<file path="config.mk">
export PLATFORM = sky130hd
export DESIGN_NAME = sliding_window_median_mean
export DESIGN_NICKNAME = d
export VERILOG_FILES = /design/src/hw/rtl/swmm_pkg.sv /design/src/hw/rtl/sliding_window_median_mean.sv /design/src/hw/rtl/swmm_fifo.sv /design/src/hw/rtl/swmm_front.sv /design/src/hw/rtl/swmm_back.sv
export SDC_FILE = /design/constraint.sdc
export NUM_CORES = 1
export LEC_CHECK = 0
export BUFFER_PORTS_ARGS = -buffer_cell sky130_fd_sc_hd__buf_4
export CAP_MARGIN = 20
export CORE_ASPECT_RATIO = 0.6
export CORE_MARGIN = 5
export CORE_UTILIZATION = 33
export CTS_BUF_LIST = sky130_fd_sc_hd__clkbuf_4
export DETAILED_ROUTE_END_ITERATION = 10
export SYNTH_ARGS = -nofsm -noshare
export SYNTH_HDL_FRONTEND = slang
export SYNTH_HIERARCHICAL = 1
export SYNTH_SLANG_ARGS = --single-unit
</file>
<file path="constraint.sdc">
create_clock -name clk -period 5.4 [get_ports clk]
set_input_delay 1.35 -clock clk [delete_from_list [all_inputs] [get_ports clk]]
set_output_delay 1.35 -clock clk [all_outputs]
set_load 0.01 [all_outputs]
</file>
<file path="src/hw/rtl/swmm_pkg.sv">
// swmm_pkg: shared constants, types and the back-end state encoding
// for the sliding-window median and mean filter; no dependencies
`default_nettype none

package swmm_pkg;

  localparam int DEF_WINDOW_DEPTH = 8;
  localparam int DEF_SAMPLE_BITS  = 16;
  localparam int QUEUE_DEPTH      = 2;

  // occupancy flags of the queue between front and back
  typedef struct packed {
    logic full;
    logic empty;
  } fifo_stat_t;

  typedef enum logic [2:0] {
    B_IDLE,
    B_SCAN,
    B_PREP,
    B_DIV,
    B_DONE
  } back_state_t;

endpackage

`default_nettype wire

</file>
<file path="src/hw/rtl/sliding_window_median_mean.sv">
// Sliding-window median and mean filter.
// Input channel: in_valid / in_stall / in_sample, one signed Q8.8 sample per beat.
// Output channel: out_valid / out_stall and one result per input beat: median,
// mean (truncated toward zero), echoed sample, fill count and dropped flag.
// The window holds the newest WINDOW_DEPTH samples; the oldest is overwritten
// once it is full. The median is the sorted element at index count/2.
// A front end tracks the ring slot and fill count and pushes each beat into a
// two-entry queue; a back end updates the window and computes the result.
// The back end scans the window by rank, one candidate per cycle against every
// slot, one candidate per filled slot, then computes the mean in a divider that
// yields one quotient bit per cycle, MAG = SAMPLE_BITS + clog2(WINDOW_DEPTH+1) - 1
// quotient bits in all (19 with the defaults).
// The front keeps accepting until the queue is full, then raises in_stall.
// A result waiting under out_stall holds; the back end finishes the next beat
// and waits for the output register to free.
// Synchronous active-low reset empties the window and the queue and drops any
// pending result; window contents are not cleared.
`default_nettype none

module sliding_window_median_mean #(
  parameter int WINDOW_DEPTH = swmm_pkg::DEF_WINDOW_DEPTH,
  parameter int SAMPLE_BITS  = swmm_pkg::DEF_SAMPLE_BITS
) (
  input  wire logic                                   clk,
  input  wire logic                                   rst_n,
  input  wire logic                                   in_valid,
  output logic                                        in_stall,
  input  wire logic signed [SAMPLE_BITS-1:0]          in_sample,
  output logic                                        out_valid,
  input  wire logic                                   out_stall,
  output logic signed [SAMPLE_BITS-1:0]               out_median_value,
  output logic signed [SAMPLE_BITS-1:0]               out_mean_value,
  output logic signed [SAMPLE_BITS-1:0]               out_latest_sample,
  output logic [$clog2(WINDOW_DEPTH+1)-1:0]           out_window_count,
  output logic                                        out_dropped_oldest
);
  import swmm_pkg::*;

  localparam int CNT_W   = $clog2(WINDOW_DEPTH + 1);
  localparam int SLOT_W  = (WINDOW_DEPTH > 1) ? $clog2(WINDOW_DEPTH) : 1;
  localparam int ENTRY_W = SAMPLE_BITS + SLOT_W + CNT_W + 1;

  fifo_stat_t          q_stat;
  logic                q_push, q_pop;
  logic [ENTRY_W-1:0]  q_wdata, q_rdata;

  swmm_front #(
    .WINDOW_DEPTH (WINDOW_DEPTH),
    .SAMPLE_BITS  (SAMPLE_BITS),
    .SLOT_W       (SLOT_W),
    .CNT_W        (CNT_W),
    .ENTRY_W      (ENTRY_W)
  ) u_front (
    .clk       (clk),
    .rst_n     (rst_n),
    .in_valid  (in_valid),
    .in_stall  (in_stall),
    .in_sample (in_sample),
    .stat      (q_stat),
    .push      (q_push),
    .push_data (q_wdata)
  );

  swmm_fifo #(
    .DATA_W (ENTRY_W)
  ) u_fifo (
    .clk       (clk),
    .rst_n     (rst_n),
    .push      (q_push),
    .push_data (q_wdata),
    .pop       (q_pop),
    .pop_data  (q_rdata),
    .stat      (q_stat)
  );

  swmm_back #(
    .WINDOW_DEPTH (WINDOW_DEPTH),
    .SAMPLE_BITS  (SAMPLE_BITS),
    .SLOT_W       (SLOT_W),
    .CNT_W        (CNT_W),
    .ENTRY_W      (ENTRY_W)
  ) u_back (
    .clk                (clk),
    .rst_n              (rst_n),
    .stat               (q_stat),
    .pop                (q_pop),
    .pop_data           (q_rdata),
    .out_valid          (out_valid),
    .out_stall          (out_stall),
    .out_median_value   (out_median_value),
    .out_mean_value     (out_mean_value),
    .out_latest_sample  (out_latest_sample),
    .out_window_count   (out_window_count),
    .out_dropped_oldest (out_dropped_oldest)
  );

endmodule

`default_nettype wire

</file>
<file path="src/hw/rtl/swmm_fifo.sv">
// swmm_fifo: short queue that carries classified samples from front to back
// depends on swmm_pkg (QUEUE_DEPTH, fifo_stat_t)
`default_nettype none

module swmm_fifo #(
  parameter int DATA_W = 24
) (
  input  wire logic               clk,
  input  wire logic               rst_n,
  input  wire logic               push,
  input  wire logic [DATA_W-1:0]  push_data,
  input  wire logic               pop,
  output logic [DATA_W-1:0]       pop_data,
  output swmm_pkg::fifo_stat_t    stat
);
  import swmm_pkg::*;

  localparam int PTR_W = (QUEUE_DEPTH > 1) ? $clog2(QUEUE_DEPTH) : 1;
  localparam int CNT_W = $clog2(QUEUE_DEPTH + 1);

  logic [DATA_W-1:0] mem [QUEUE_DEPTH];
  logic [PTR_W-1:0]  wr_ptr_r, rd_ptr_r;
  logic [CNT_W-1:0]  cnt_r;

  always_ff @(posedge clk) begin
    if (push) begin
      mem[wr_ptr_r] <= push_data;
    end
  end

  always_ff @(posedge clk) begin
    if (!rst_n) begin
      wr_ptr_r <= '0;
      rd_ptr_r <= '0;
      cnt_r    <= '0;
    end else begin
      if (push) begin
        wr_ptr_r <= (wr_ptr_r == PTR_W'(QUEUE_DEPTH - 1)) ? '0 : wr_ptr_r + 1'b1;
      end
      if (pop) begin
        rd_ptr_r <= (rd_ptr_r == PTR_W'(QUEUE_DEPTH - 1)) ? '0 : rd_ptr_r + 1'b1;
      end
      unique case ({push, pop})
        2'b10:   cnt_r <= cnt_r + 1'b1;
        2'b01:   cnt_r <= cnt_r - 1'b1;
        default: cnt_r <= cnt_r;
      endcase
    end
  end

  assign pop_data   = mem[rd_ptr_r];
  assign stat.full  = (cnt_r == CNT_W'(QUEUE_DEPTH));
  assign stat.empty = (cnt_r == '0);

  a_no_overflow: assert property (@(posedge clk) disable iff (!rst_n)
    !(push && stat.full && !pop))
    else $error("swmm_fifo: push into full queue");
  a_no_underflow: assert property (@(posedge clk) disable iff (!rst_n)
    !(pop && stat.empty))
    else $error("swmm_fifo: pop from empty queue");
  a_cnt_range: assert property (@(posedge clk) disable iff (!rst_n)
    cnt_r <= CNT_W'(QUEUE_DEPTH))
    else $error("swmm_fifo: occupancy out of range");

endmodule

`default_nettype wire

</file>
<file path="src/hw/rtl/swmm_front.sv">
// swmm_front: accepts samples and does the ring bookkeeping (slot, fill, drop)
// depends on swmm_pkg (fifo_stat_t); feeds swmm_fifo
`default_nettype none

module swmm_front #(
  parameter int WINDOW_DEPTH = 8,
  parameter int SAMPLE_BITS  = 16,
  parameter int SLOT_W       = 3,
  parameter int CNT_W        = 4,
  parameter int ENTRY_W      = SAMPLE_BITS + SLOT_W + CNT_W + 1
) (
  input  wire logic                    clk,
  input  wire logic                    rst_n,
  input  wire logic                    in_valid,
  output logic                         in_stall,
  input  wire logic [SAMPLE_BITS-1:0]  in_sample,
  input  wire swmm_pkg::fifo_stat_t    stat,
  output logic                         push,
  output logic [ENTRY_W-1:0]           push_data
);
  import swmm_pkg::*;

  logic [SLOT_W-1:0] slot_r, slot_nxt;
  logic [CNT_W-1:0]  fill_r, fill_nxt;
  logic              full_win;

  assign in_stall = stat.full;
  assign push     = in_valid && !in_stall;
  assign full_win = (fill_r == CNT_W'(WINDOW_DEPTH));

  always_comb begin
    slot_nxt = (slot_r == SLOT_W'(WINDOW_DEPTH - 1)) ? '0 : slot_r + 1'b1;
    fill_nxt = full_win ? fill_r : fill_r + 1'b1;
  end

  always_ff @(posedge clk) begin
    if (!rst_n) begin
      slot_r <= '0;
      fill_r <= '0;
    end else if (push) begin
      slot_r <= slot_nxt;
      fill_r <= fill_nxt;
    end
  end

  // entry layout: sample, slot, count after insert, dropped flag
  assign push_data = {in_sample, slot_r, fill_nxt, full_win};

  a_fill_range: assert property (@(posedge clk) disable iff (!rst_n)
    fill_r <= CNT_W'(WINDOW_DEPTH))
    else $error("swmm_front: fill level above depth");
  a_slot_range: assert property (@(posedge clk) disable iff (!rst_n)
    slot_r <= SLOT_W'(WINDOW_DEPTH - 1))
    else $error("swmm_front: write slot out of range");
  a_drop_full: assert property (@(posedge clk) disable iff (!rst_n)
    push && full_win |=> fill_r == CNT_W'(WINDOW_DEPTH))
    else $error("swmm_front: fill changed after overwrite");

endmodule

`default_nettype wire

</file>
<file path="src/hw/rtl/swmm_back.sv">
// swmm_back: holds the window, finds the median by rank scan and the mean
// with a bit-serial divider; depends on swmm_pkg (back_state_t, fifo_stat_t)
`default_nettype none

module swmm_back #(
  parameter int WINDOW_DEPTH = 8,
  parameter int SAMPLE_BITS  = 16,
  parameter int SLOT_W       = 3,
  parameter int CNT_W        = 4,
  parameter int ENTRY_W      = SAMPLE_BITS + SLOT_W + CNT_W + 1
) (
  input  wire logic                   clk,
  input  wire logic                   rst_n,
  input  wire swmm_pkg::fifo_stat_t   stat,
  output logic                        pop,
  input  wire logic [ENTRY_W-1:0]     pop_data,
  output logic                        out_valid,
  input  wire logic                   out_stall,
  output logic [SAMPLE_BITS-1:0]      out_median_value,
  output logic [SAMPLE_BITS-1:0]      out_mean_value,
  output logic [SAMPLE_BITS-1:0]      out_latest_sample,
  output logic [CNT_W-1:0]            out_window_count,
  output logic                        out_dropped_oldest
);
  import swmm_pkg::*;

  localparam int SUM_W = SAMPLE_BITS + CNT_W;
  localparam int MAG_W = SUM_W - 1;
  localparam int DC_W  = (MAG_W > 1) ? $clog2(MAG_W) : 1;

  back_state_t state_r, state_nxt;

  logic pop_en, scan_en, prep_en, div_en, load_out;

  logic signed [SAMPLE_BITS-1:0] win_r [WINDOW_DEPTH];
  logic signed [SAMPLE_BITS-1:0] rot_r [WINDOW_DEPTH];

  logic signed [SAMPLE_BITS-1:0] e_sample;
  logic [SLOT_W-1:0]             e_slot;
  logic [CNT_W-1:0]              e_count;
  logic                          e_drop;

  logic [SAMPLE_BITS-1:0]  smp_r;
  logic [CNT_W-1:0]        n_r, iter_r;
  logic                    drop_r;
  logic signed [SUM_W-1:0] sum_r;

  logic signed [SAMPLE_BITS-1:0] cand_r;
  logic [WINDOW_DEPTH-1:0]       lt_r, le_r;
  logic                          pa_v_r;
  logic [CNT_W-1:0]              n_less, n_leq;
  logic [SAMPLE_BITS-1:0]        median_r;

  logic              neg_r;
  logic [CNT_W-1:0]  rem_r;
  logic [MAG_W-1:0]  quo_r;
  logic [DC_W-1:0]   div_cnt_r;
  logic [CNT_W:0]    shifted;
  logic              q_bit;
  logic [SUM_W-1:0]  sum_mag;
  logic [MAG_W-1:0]  quo_signed;

  logic                   out_valid_r;
  logic [SAMPLE_BITS-1:0] o_med_r, o_mean_r, o_smp_r;
  logic [CNT_W-1:0]       o_cnt_r;
  logic                   o_drop_r;

  assign {e_sample, e_slot, e_count, e_drop} = pop_data;

  // next state
  always_comb begin
    state_nxt = state_r;
    unique case (state_r)
      B_IDLE: if (!stat.empty) state_nxt = B_SCAN;
      B_SCAN: if (iter_r == n_r - 1'b1) state_nxt = B_PREP;
      B_PREP: state_nxt = B_DIV;
      B_DIV:  if (div_cnt_r == DC_W'(MAG_W - 1)) state_nxt = B_DONE;
      B_DONE: if (!out_valid_r || !out_stall) state_nxt = B_IDLE;
      default: state_nxt = B_IDLE;
    endcase
  end

  // control outputs
  always_comb begin
    pop_en   = 1'b0;
    scan_en  = 1'b0;
    prep_en  = 1'b0;
    div_en   = 1'b0;
    load_out = 1'b0;
    unique case (state_r)
      B_IDLE: pop_en   = !stat.empty;
      B_SCAN: scan_en  = 1'b1;
      B_PREP: prep_en  = 1'b1;
      B_DIV:  div_en   = 1'b1;
      B_DONE: load_out = !out_valid_r || !out_stall;
      default: ;
    endcase
  end

  assign pop = pop_en;

  always_ff @(posedge clk) begin
    if (!rst_n) begin
      state_r <= B_IDLE;
    end else begin
      state_r <= state_nxt;
    end
  end

  // window store and rotating copy; the copy shifts down to feed the scan its candidates
  always_ff @(posedge clk) begin
    for (int k = 0; k < WINDOW_DEPTH; k++) begin
      if (pop_en) begin
        if (e_slot == SLOT_W'(k)) begin
          win_r[k] <= e_sample;
          rot_r[k] <= e_sample;
        end else begin
          rot_r[k] <= win_r[k];
        end
      end else if (scan_en && k < WINDOW_DEPTH - 1) begin
        rot_r[k] <= rot_r[k + 1];
      end
    end
  end

  // scan: compare the candidate against every live slot, accumulate the sum
  always_ff @(posedge clk) begin
    if (pop_en) begin
      smp_r  <= e_sample;
      n_r    <= e_count;
      drop_r <= e_drop;
      iter_r <= '0;
      sum_r  <= '0;
    end else if (scan_en) begin
      iter_r <= iter_r + 1'b1;
      sum_r  <= sum_r + SUM_W'(rot_r[0]);
      cand_r <= rot_r[0];
      for (int j = 0; j < WINDOW_DEPTH; j++) begin
        lt_r[j] <= (CNT_W'(j) < n_r) && (win_r[j] <  rot_r[0]);
        le_r[j] <= (CNT_W'(j) < n_r) && (win_r[j] <= rot_r[0]);
      end
    end
  end

  always_ff @(posedge clk) begin
    if (!rst_n) begin
      pa_v_r <= 1'b0;
    end else begin
      pa_v_r <= scan_en;
    end
  end

  always_comb begin
    n_less = '0;
    n_leq  = '0;
    for (int j = 0; j < WINDOW_DEPTH; j++) begin
      n_less = n_less + CNT_W'(lt_r[j]);
      n_leq  = n_leq  + CNT_W'(le_r[j]);
    end
  end

  // candidate sits at sorted index count/2 when the ranks bracket it
  always_ff @(posedge clk) begin
    if (pa_v_r && (n_less <= (n_r >> 1)) && (n_leq > (n_r >> 1))) begin
      median_r <= cand_r;
    end
  end

  // restoring divider on the magnitude of the sum, one quotient bit per step in B_DIV
  always_comb begin
    sum_mag    = sum_r[SUM_W-1] ? (~sum_r + 1'b1) : sum_r;
    shifted    = {rem_r, quo_r[MAG_W-1]};
    q_bit      = (shifted >= {1'b0, n_r});
    quo_signed = neg_r ? (~quo_r + 1'b1) : quo_r;
  end

  always_ff @(posedge clk) begin
    if (prep_en) begin
      neg_r     <= sum_r[SUM_W-1];
      quo_r     <= sum_mag[MAG_W-1:0];
      rem_r     <= '0;
      div_cnt_r <= '0;
    end else if (div_en) begin
      rem_r     <= q_bit ? CNT_W'(shifted - {1'b0, n_r}) : shifted[CNT_W-1:0];
      quo_r     <= {quo_r[MAG_W-2:0], q_bit};
      div_cnt_r <= div_cnt_r + 1'b1;
    end
  end

  // output register
  always_ff @(posedge clk) begin
    if (!rst_n) begin
      out_valid_r <= 1'b0;
    end else if (load_out) begin
      out_valid_r <= 1'b1;
    end else if (!out_stall) begin
      out_valid_r <= 1'b0;
    end
  end

  always_ff @(posedge clk) begin
    if (load_out) begin
      o_med_r  <= median_r;
      o_mean_r <= quo_signed[SAMPLE_BITS-1:0];
      o_smp_r  <= smp_r;
      o_cnt_r  <= n_r;
      o_drop_r <= drop_r;
    end
  end

  assign out_valid          = out_valid_r;
  assign out_median_value   = o_med_r;
  assign out_mean_value     = o_mean_r;
  assign out_latest_sample  = o_smp_r;
  assign out_window_count   = o_cnt_r;
  assign out_dropped_oldest = o_drop_r;

  a_pop_scan: assert property (@(posedge clk) disable iff (!rst_n)
    pop_en |=> state_r == B_SCAN)
    else $error("swmm_back: pop not followed by scan");
  a_count_range: assert property (@(posedge clk) disable iff (!rst_n)
    out_valid_r |-> (o_cnt_r != '0) && (o_cnt_r <= CNT_W'(WINDOW_DEPTH)))
    else $error("swmm_back: window count out of range");
  a_rem_bound: assert property (@(posedge clk) disable iff (!rst_n)
    state_r == B_DIV |-> rem_r < n_r)
    else $error("swmm_back: divider remainder not below divisor");
  a_no_drop_early: assert property (@(posedge clk) disable iff (!rst_n)
    out_valid_r && o_drop_r |-> o_cnt_r == CNT_W'(WINDOW_DEPTH))
    else $error("swmm_back: drop flagged on a partial window");

endmodule

`default_nettype wire

</file>
# Word-level counts from Yosys, hierarchy flattened
# Memories as Yosys holds them, arrays and structs flattened. A register that Yosys moved wholly into a read port is not among the register bits.
# Cells that the tools add are included.
[word_totals]
regBits = 191
mem_bits_rw = 304
in_bits = 20
out_inout_bits = 55
wordCells = 275
n_memories = 3
[memory_table]
columns = ["memory", "words", "width", "rd", "rd_ports_with_merged_regs", "wr", "line", "text"]
rows = [
  ["u_back.rot_r", 8, 16, 8, 0, 8, "swmm_back.sv:36", "logic signed [SAMPLE_BITS-1:0] rot_r [WINDOW_DEPTH];"],
  ["u_back.win_r", 8, 16, 8, 0, 1, "swmm_back.sv:35", "logic signed [SAMPLE_BITS-1:0] win_r [WINDOW_DEPTH];"],
  ["u_fifo.mem", 2, 24, 1, 1, 1, "swmm_fifo.sv:21", "logic [DATA_W-1:0] mem [QUEUE_DEPTH];"],
]
[classes]
addsub = 27
order_cmp = 27
eq_ne = 23
mux = 113
n_bitwise = 18
reduce_logical = 38
[ops]
columns = ["cell", "n"]
rows = [
  ["16-bit 2-to-1 mux", 23],
  ["16-bit less-or-equal comparator", 8],
  ["16-bit less-than comparator", 8],
  ["16-bit OR reduction", 7],
  ["1-bit 2-to-1 mux", 71],
  ["19-bit 2-to-1 mux", 3],
  ["4-bit by 1-bit adder with 4-bit output", 12],
  ["3-bit 2-to-1 mux", 12],
  ["20-bit by 16-bit adder with 20-bit output", 1],
  ["19-bit by 1-bit adder with 19-bit output, second input constant", 1],
  ["1-bit logical AND", 19],
  ["19-bit inverter", 1],
  ["3-bit == test, second input constant", 6],
  ["16-bit by 1-bit adder with 16-bit output, second input constant", 1],
  ["3-bit by 4-bit less-than comparator with 1-bit output, first input constant", 4],
  ["16-bit inverter", 1],
  ["1-bit bitwise OR", 15],
  ["3-bit one-hot mux with 5 select lines", 1],
  ["3-bit by 2-bit == test with 1-bit output, second input constant", 4],
  ["4-bit by 1-bit adder with 4-bit output, second input constant", 2],
  ["1-bit by 4-bit less-than comparator with 1-bit output, first input constant", 2],
  ["2-bit by 4-bit less-than comparator with 1-bit output, first input constant", 2],
  ["4-bit 2-to-1 mux", 2],
  ["2-bit by 1-bit != test with 1-bit output, second input constant", 4],
  ["other kinds (27)", 36],
]

# Depth between registers and ports, before layout
[logic_depth]
ltp_word = 13
mapped_depth = 14
depth_no_buf = 14

# By module
# The synthesis kept the hierarchy.
[by_module_without_submodules]
columns = ["mod", "instances", "cells_per_inst", "area_each_um2"]
rows = [
  ["swmm_back", 1, 1772, 21820.9],
  ["swmm_fifo", 1, 97, 1943.1],
  ["swmm_front", 1, 62, 530.5],
]

# Least setup slack after synthesis
# OpenSTA, ideal clock, no wires.
[synth_timing]
path_kind = "reg2reg"
start = "register u_back.le_r[0]"
end = "register u_back.median_r[0], enable pin"
setup_ns = 0.409
arrival_ns = 4.291
path_slack_ns = 0.699
stages_incl_launch_ff = 14
period_less_slack_ns = 4.701
path_cell_list = "edfxtp_1 > inv_1 > fa_1 > fa_1 > fa_1 > inv_1 > ha_1 > fa_1 > xor2_1 > ha_1 > a21oi_1 > a31oi_1 > a21oi_1 > nor3_1"
[synth_between]
elab_chain_cells = 9
[synth_lines]
columns = ["element", "line", "text"]
rows = [
  ["from (decl)", "swmm_back.sv:49", "logic [WINDOW_DEPTH-1:0] lt_r, le_r;"],
  ["from (signal, indexed assignment)", "swmm_back.sv:140", "le_r[j] <= (CNT_W'(j) < n_r) && (win_r[j] <= rot_r[0]);"],
  ["1-bit by 1-bit adder with 2-bit output", "swmm_back.sv:158", "n_leq = n_leq + CNT_W'(le_r[j]);"],
  ["4-bit by 1-bit adder with 4-bit output (6 in series)", "swmm_back.sv:158", ""],
  ["4-bit by 3-bit greater-than comparator with 1-bit output", "swmm_back.sv:164", "if (pa_v_r && (n_less <= (n_r >> 1)) && (n_leq > (n_r >> 1))) begin"],
  ["1-bit logical AND", "swmm_back.sv:164", ""],
  ["to (signal assigned)", "swmm_back.sv:165", "median_r <= cand_r;"],
  ["to (decl)", "swmm_back.sv:52", "logic [SAMPLE_BITS-1:0] median_r;"],
]
# No other way between the ends.
# A chain may end at the register's enable or synchronous reset.

# Worst setup path in the final report
[layout_timing]
start = "register u_back.le_r[0]"
end = "register u_back.median_r[14], enable pin"
# The elaborated chain is that of the path after synthesis.

==> flow_metrics.tcl <==
set metrics [dict create \
    wl_um 57400 \
    netlist_area_um2 24300 \
    synth-seq-area-share 0.592 \
    outcome "finished clean" \
    via_per_inst 5.00 \
    gp_congestion 0.825 \
    die-area_um2 79300 \
    synth_cell_type_count 78 \
    dp_cells 2931 \
    h-tree-depth 3 \
    dpl_cell_area_um2 25900 \
    num_rows 77 \
    cp.required_ns 5.93 \
    clock_latency_ns 0.90 \
    syn_area_per_cell_um2 12.6 \
    min_period_ns 4.19 \
    rsz0062_at_grt "no" \
    max_cap_violations 0 \
    drc_errors 0 \
    drive_gt1_frac 0.167 \
    path_clk_slew_ns 0.08 \
    start_util 0.331 \
    p_switching_mw 7.01 \
    postLayoutSetupSlackWorst_ns 1.21 \
    cts.path.max_buffers 3 \
    grt_max_degree 237 \
    wl_per_cell_um 18.3 \
    setup_tns_ns 0 \
    synthesis.nets 2138 \
    postLayoutCoreUtil 0.373 \
    drtPass1Iterations 6 \
    power_frac_clock 0.172 \
    clockRootBuffer "clkbuf_4" \
    p_int_mw 10.3 \
    cp_common_cell "fa_1" \
    cts_setup_buffers 0 \
    grt_usage 0.144 \
    hold_path.class "flip-flop to flip-flop" \
    synth_edf_count 446 \
    nets 2265 \
    finalSetupViolCount 0 \
    max_freq_mhz 239 \
    finalInstanceArea_um2 27400 \
    path_delay_family "adder cells" \
    grt_pass1_vias 15700 \
    synth_warnings 6 \
    hold_buffers 0 \
    cts_tree "done" \
    synth-async-reset-ratio 0 \
    fin_skew_ns 0.0568 \
    drtIter0Drc 1357 \
    numClockSinks 496 \
    seq_power_share 0.382 \
    ff2ff_setup_slack_ns 1.21 \
    post-place-ws_ns 1.24 \
    path_class "flip-flop to flip-flop" \
    synth_seq_cells 496 \
    endpoint_kind "flip-flop" \
    area_delta_synth_final_pct 12.6 \
    ctsResizeCount 0 \
    core_um2 73300 \
    dp_hpwl_um 40100 \
    timing.final.crit_share 0.775 \
    via_count 15700 \
    worst_pin_slew_ns 1.13 \
    crit_chain "inv_1, fa_1, fa_1, fa_1, inv_1, ha_1, fa_1, ha_1, a21o_1, a21oi_1, a31oi_1, a21oi_1, nor3_2, buf_4" \
    slowest_delay_ns 0.55 \
    p_leak_nw 10.3 \
    die_w_um 360 \
    layoutNonFillerInstCount 3134 \
    die_h_um 220 \
    comb_power_share 0.446 \
    sw_frac_of_total 0.405 \
    globalRouteOverflowTotal 0 \
    cp-start-kind "flip-flop" \
    numCtsBuffers 110 \
    synthFlopType "edfxtp_1" \
    slowest_stage "fa_1" \
    relSlewSlack 0.246 \
    slew_violations 0 \
    antenna_found_initial 4 \
    final_hold_viol_count 0 \
    cp_max_fo 16 \
    grt_pass1_wl_um 89900 \
    portBuffers 74 \
    fillers 7078 \
    crit_buf_inv 3 \
    synthCells 1931 \
    peakVddDrop_mv 0.482 \
    pin_count 75 \
    cp.arrival_ns 4.71 \
    ant_nets 0 \
    powerDensity_nw_per_um2 632 \
]
## synthesized netlist by cell type, types with 11 or more instances
master,instances,share of area
nand2_1,234,0.036
nor2b_1,12,0.0031
dfxtp_1,50,0.041
nand2b_1,21,0.0054
a21oi_1,71,0.015
xor2_1,20,0.0072
o21a_1,11,0.0034
edfxtp_1,446,0.55
nor3_1,18,0.0037
a21o_1,18,0.0056
nand3_1,11,0.0023
nand4_1,34,0.0088
nor2_1,77,0.012
xnor2_1,35,0.013
mux2i_1,102,0.042
buf_2,22,0.0045
o21ai_0,178,0.037
a211oi_1,17,0.0053
ha_1,177,0.091
o31ai_1,13,0.0040
or3_1,14,0.0036
buf_4,21,0.0065
a31oi_1,18,0.0046
mux2_2,43,0.020
clkbuf_1,34,0.0053
inv_1,86,0.013
## cell type report
class / count / area [um2] / area share
Clock inverter: 27 / 138 / 0.00503
Tap cell: 987 / 1230 / 0.0451
Antenna cell: 3 / 7.51 / 0.000274
Clock buffer: 171 / 1280 / 0.0469
Inverter: 88 / 338 / 0.0123
Multi-Input combinational cell: 1264 / 9180 / 0.335
Timing Repair Buffer: 98 / 791 / 0.0289
Sequential cell: 496 / 14400 / 0.526
## kinds of logic (layout without fill, tap and decap cells)
group | count (synthesis) | in the layout | synth area share
compound gates | 404 | 404 | 0.103
xor+xnor | 55 | 55 | 0.0198
fa+ha+maj | 187 | 187 | 0.0994
buf+inv | 171 | 384 | 0.0321
flops | 496 | 496 | 0.592
mux | 146 | 146 | 0.0629
other cells | 0 | 3 | 0
simple gates | 472 | 472 | 0.0903
## routing by layer
layer / share of wire / GRT usage / vias to the layer above
li1: - / - / 7532
met1: 0.52 / 0.223 / 7560
met2: 0.40 / 0.198 / 475
met3: 0.062 / 0.0298 / 97
met4: 0.019 / 0.0492 / 0
met5: 0 / 0 / -
## state kept, by name (all words and copies together) (netlist names), 19 cells and up, named ones only
name          flops
u_back/win_r    128
u_back/quo_r     19
u_fifo/mem       48
u_back/rot_r    128
u_back/sum_r     20
## metrics by stage
step / total power, mW / hold slack [ns]
after detailed placement: 14.3 / 0.405
after global placement: 14.0 / 0.402
after floorplan: 12.0 / 0.400
after CTS: 17.4 / 0.365
after global routing: 18.7 / 0.375
final: 17.3 / 0.371
## worst register-to-register path, cell delays in order (launching register included)
cell and delay [ns]:
edfxtp_1 0.34, inv_1 0.06, fa_1 0.55, fa_1 0.44, fa_1 0.49, inv_1 0.04
ha_1 0.22, fa_1 0.49, ha_1 0.32, a21o_1 0.12, a21oi_1 0.08, a31oi_1 0.17
a21oi_1 0.07, nor3_2 0.11, buf_4 0.31
## path summary, 6_finish.rpt
check | end | cells past startpoint | startpoint
worst max-delay path | u_back/median_r[14]$_DFFE_PP_ | 14 | u_back/le_r[0]$_DFFE_PP_
worst min-delay path | u_back/median_r[15]$_DFFE_PP_ | 0 | u_back/cand_r[15]$_DFFE_PP_
worst max register to register | u_back/median_r[14]$_DFFE_PP_ | 14 | u_back/le_r[0]$_DFFE_PP_
worst min register to register | u_back/median_r[15]$_DFFE_PP_ | 0 | u_back/cand_r[15]$_DFFE_PP_
## cells in the final DEF (no fill, tap or decap), types with 10 or more instances in the layout
cell / count
a211oi_1: 17
a21o_1: 18
a21oi_1: 70
a31oi_1: 18
buf_4: 91
clkbuf_4: 171
clkinv_1: 20
dfxtp_1: 50
edfxtp_1: 446
fa_1: 10
ha_1: 177
inv_1: 84
mux2_2: 43
mux2i_1: 102
nand2_1: 234
nand2b_1: 21
nand3_1: 11
nand4_1: 34
nor2_1: 75
nor2b_1: 12
nor3_1: 13
o21a_1: 11
o21ai_0: 175
o31ai_1: 13
or3_1: 14
xnor2_1: 35
xor2_1: 20
## power by group through the flow
stage	clock network, mW	logic (mW)	registers [mW]
after floorplan	0	5.55	6.48
after global placement	0	7.31	6.67
after detailed placement	0	7.64	6.70
after CTS	3.11	7.67	6.62
after global routing	3.31	8.64	6.72
final	2.98	7.71	6.61
No activity file was read; power rests on OpenSTA's default activity.
